[config.mk]
export PLATFORM = sky130hd
export DESIGN_NAME = kcc_ram
export DESIGN_NICKNAME = d
export VERILOG_FILES = /design/src/rtl/kcc_ram.sv
export SDC_FILE = /design/constraint.sdc
export NUM_CORES = 1
export LEC_CHECK = 0
export BUFFER_PORTS_ARGS = -buffer_cell sky130_fd_sc_hd__buf_4
export CORE_ASPECT_RATIO = 0.8
export CORE_MARGIN = 3
export CORE_UTILIZATION = 55
export CTS_CLUSTER_SIZE = 40
export DETAILED_ROUTE_END_ITERATION = 10
export GPL_ROUTABILITY_DRIVEN = 1
export PLACE_DENSITY = 0.76
export SLEW_MARGIN = 20
export SYNTH_ARGS = -nofsm -noshare
export SYNTH_HDL_FRONTEND = slang
export SYNTH_SLANG_ARGS = --single-unit
[constraint.sdc]
create_clock -name clk_i -period 4.1 [get_ports clk_i]
set_input_delay 0.82 -clock clk_i [delete_from_list [all_inputs] [get_ports clk_i]]
set_output_delay 0.82 -clock clk_i [all_outputs]
set_load 0.03 [all_outputs]
[src/rtl/kcc_ram.sv]
// generic single-write, single-read ram with registered read
module kcc_ram #(
  parameter int unsigned WIDTH = 8,
  parameter int unsigned DEPTH = 16
) (
  input  logic                     clk_i,
  input  logic                     we_i,
  input  logic [$clog2(DEPTH)-1:0] wa_i,
  input  logic [WIDTH-1:0]         wd_i,
  input  logic [$clog2(DEPTH)-1:0] ra_i,
  output logic [WIDTH-1:0]         rd_o
);

  logic [WIDTH-1:0] mem_q [DEPTH];
  logic [WIDTH-1:0] rd_q;

  always_ff @(posedge clk_i) begin
    if (we_i) begin
      mem_q[wa_i] <= wd_i;
    end
    rd_q <= mem_q[ra_i];
  end

  assign rd_o = rd_q;

endmodule

==> flow_summary_export.csv <==
group,metric,value,unit
status,outcome,"complete, no violations",
cts,clk_pin_slew,0.05,ns
floorplanning,die_x,114,um
drt,drt_pass1_iterations,5,
layout,nets,285,
setup_path,end_kind,"register",
yosys,netlist.area_leader.share,74.7,%
drt,vias_per_cell,6.21,
cts,clockBufferDepth,2,
global_routing,grt_pass1_wl,14900,um
yosys,syn_area,5150,sq um
floorplanning,std_cell_rows,30,
cts,cts_resized,0,
setup_path,crit_type,"in2reg",
floorplanning,io_pins,26,
setup_path,worstReg2RegStart,"mem_q[9][3]",
layout,num_antenna_cells,0,
cts,holdBufCountCts,0,
global_routing,grt_max_degree,33,
yosys,syn_nets,247,
cts,cts_buffers,17,
placed_design,gp_congestion,0.736,
drt,vias,2433,
sta,slew_violations,0,
placed_design,portBuffers,25,
yosys,synthAdderAreaFrac,0,%
layout,final_util,67.6,%
cts,insertion_delay,0.41,ns
yosys,ys.warnings.count,0,
hold_path,hold_end,"rd_o[3]",
drt,drtIter0Drc,231,
power_and_ir_drop,leakage,1.98,nW
yosys,syn_area_per_cell,22.5,sq um
placed_design,dp_hpwl,6030,um
global_routing,grt_pass1_vias,2422,
hold_path,min_path_cells,3,
yosys,synth_cell_types,19,
floorplanning,coreArea,8780,sq um
power_and_ir_drop,ir_drop,0.364,mV
power_and_ir_drop,p_per_area,513,nW/um^2
cts,h-tree-depth,4,
cts,cts_sinks,136,
yosys,synthCells,229,
sta,fin_crit,2.06,ns
drt,wl_per_cell,25.1,um
global_routing,grt_antenna_before_repair,0,
sta,rsz0062_at_grt,"false",
yosys,synth_xor_area_share,0,%
sta,final-hold-violation-count,0,
layout,layout_common_cells,"edfxtp_1 (128), buf_4 (29), mux4_2 (18)",
setup_path,rr_endpoint,"rd_o[3]",
layout,syn2layout_area_growth,15.4,%
floorplanning,die_y,92.5,um
setup_path,cp.required,4.13,ns
sta,period_share,50.3,%
layout,drive_gt1_share,26.4,%
cts,root_buffer,"clkbuf_16",
hold_path,hp-start,"mem_q[14][3]",
sta,max_slew.worst_pin.slew,0.959,ns
sta,fin_worst_skew,0.00970,ns
cts,cts_tree,"built",
sta,max_freq,0.485,GHz
cts,cts_setup_buffers,0,
yosys,synth_top_family_by_area,"multiplexers",
yosys,yosys-top-cells-area,"edfxtp_1 (75%), mux4_2 (7.9%), mux4_1 (7.1%), dfxtp_1 (3.1%), a22oi_1 (2.3%)",
sta,finalSetupViolCount,0,
floorplanning,die_area,10600,sq um
setup_path,reg2reg_slack,2.73,ns
yosys,synth-compound-area-share,2.33,%
sta,maxSlewHeadroom,35.8,%
setup_path,start_kind,"input pin",
setup_path,worstPathMaxFanout,8,
setup_path,crit_arrival,2.10,ns
yosys,synthMuxAreaShare,15.0,%
yosys,yosysSeqAreaShare,77.8,%
yosys,synth-seq-cells,136,
run,maxCapViolations,0,
drt,drc_errors,0,
global_routing,grt.total_usage,20.4,%
yosys,synth_top_area_cell,"edfxtp_1",
drt,drtAntennaViolNets,0,
yosys,synthSimpleGateAreaFrac,3.18,%
sta,finalSetupTns,0,ns
drt,drt-total-wl,9850,um
global_routing,overflow,0,
setup_path,r2r_cells,3,
hold_path,hold_path_class,"reg2reg",
layout,final_common_cell,"edfxtp_1",
floorplanning,initial_core_util,58.6,%
==> worst max-delay path, stage by stage <==
cell and delay (ns):
buf_4 0.12, or3b_2 0.53, nor2_1 0.62
==> final cells by class <==
class / instances / area [sq um]
clock buffer: 23 / 468
clock inverter: 9 / 53.8
fill: 561 / 2840
multi-input combinational: 83 / 1060
sequential: 136 / 4000
tap: 112 / 140
timing repair buffer: 29 / 218
==> layer usage <==
layer | share of wire (%) | wire length (um) | global-route usage, % | up-vias
met5 | 0 | 0 | 0 | -
met4 | 1.1 | 106 | 7.12 | 0
met3 | 7.4 | 729 | 6.27 | 9
met2 | 48 | 4740 | 29.9 | 113
met1 | 43 | 4280 | 29.4 | 1262
li1 | - | - | - | 1049
==> cell families (layout without fill, tap and decap cells) <==
family,count (synthesis),in the layout
buffers and inverters,10,61
muxes,32,32
AOI/OAI and AO/OA,16,16
DFF,136,136
and+or+nand+nor,35,35
==> how the worst max path moves through the flow <==
| stage | depth (start not counted) | end | startpoint |
|---|---|---|---|
| global placement | 4 | rd_o[2] | ra_i[0] |
| finish | 3 | mem_q[2][1] | wa_i[2] |
| detailed placement | 4 | rd_o[2] | ra_i[0] |
| CTS | 3 | mem_q[2][4] | wa_i[2] |
| floorplan | 2 | mem_q[0][0] | wa_i[2] |
| global route | 3 | mem_q[2][0] | wa_i[2] |
==> through the flow <==
step	power (mW)	hold WS, ns	setup WS [ns]	instance area, sq um	cells
after floorplan	1.69	0.629	1.79	5150	229
after global placement	1.75	0.650	1.67	5420	360
after detailed placement	1.76	0.664	1.64	5420	360
after CTS	3.07	0.678	2.06	5940	392
after global routing	3.15	0.707	1.99	5940	392
final	3.05	0.679	2.04	5940	392
==> cell usage after synthesis <==
cell,count
nor2_1,13
and2_1,1
mux4_2,18
buf_6,3
and2b_1,1
buf_4,1
edfxtp_1,128
nand3_1,1
a22oi_1,16
nor3_1,4
nand3b_1,2
mux4_1,14
nand2_1,9
clkdlybuf4s25_2,3
buf_2,3
or3b_2,1
nor2b_1,1
nand2b_1,2
dfxtp_1,8
==> flip-flops by register name, summed over array words and instances, names as in the netlist <==
| signal | flops |
|---|---|
| mem_q | 128 |
| rd_o | 8 |
==> power by group <==
part	total (mW)	leakage (nW)	switching [mW]	internal (mW)
Combinational	0.163	0.512	0.0968	0.0659
Clock	1.32	0.248	0.523	0.796
Sequential	1.57	1.22	0.0111	1.56
Total	3.05	1.98	0.631	2.42
(Power assumes the default switching activity.)
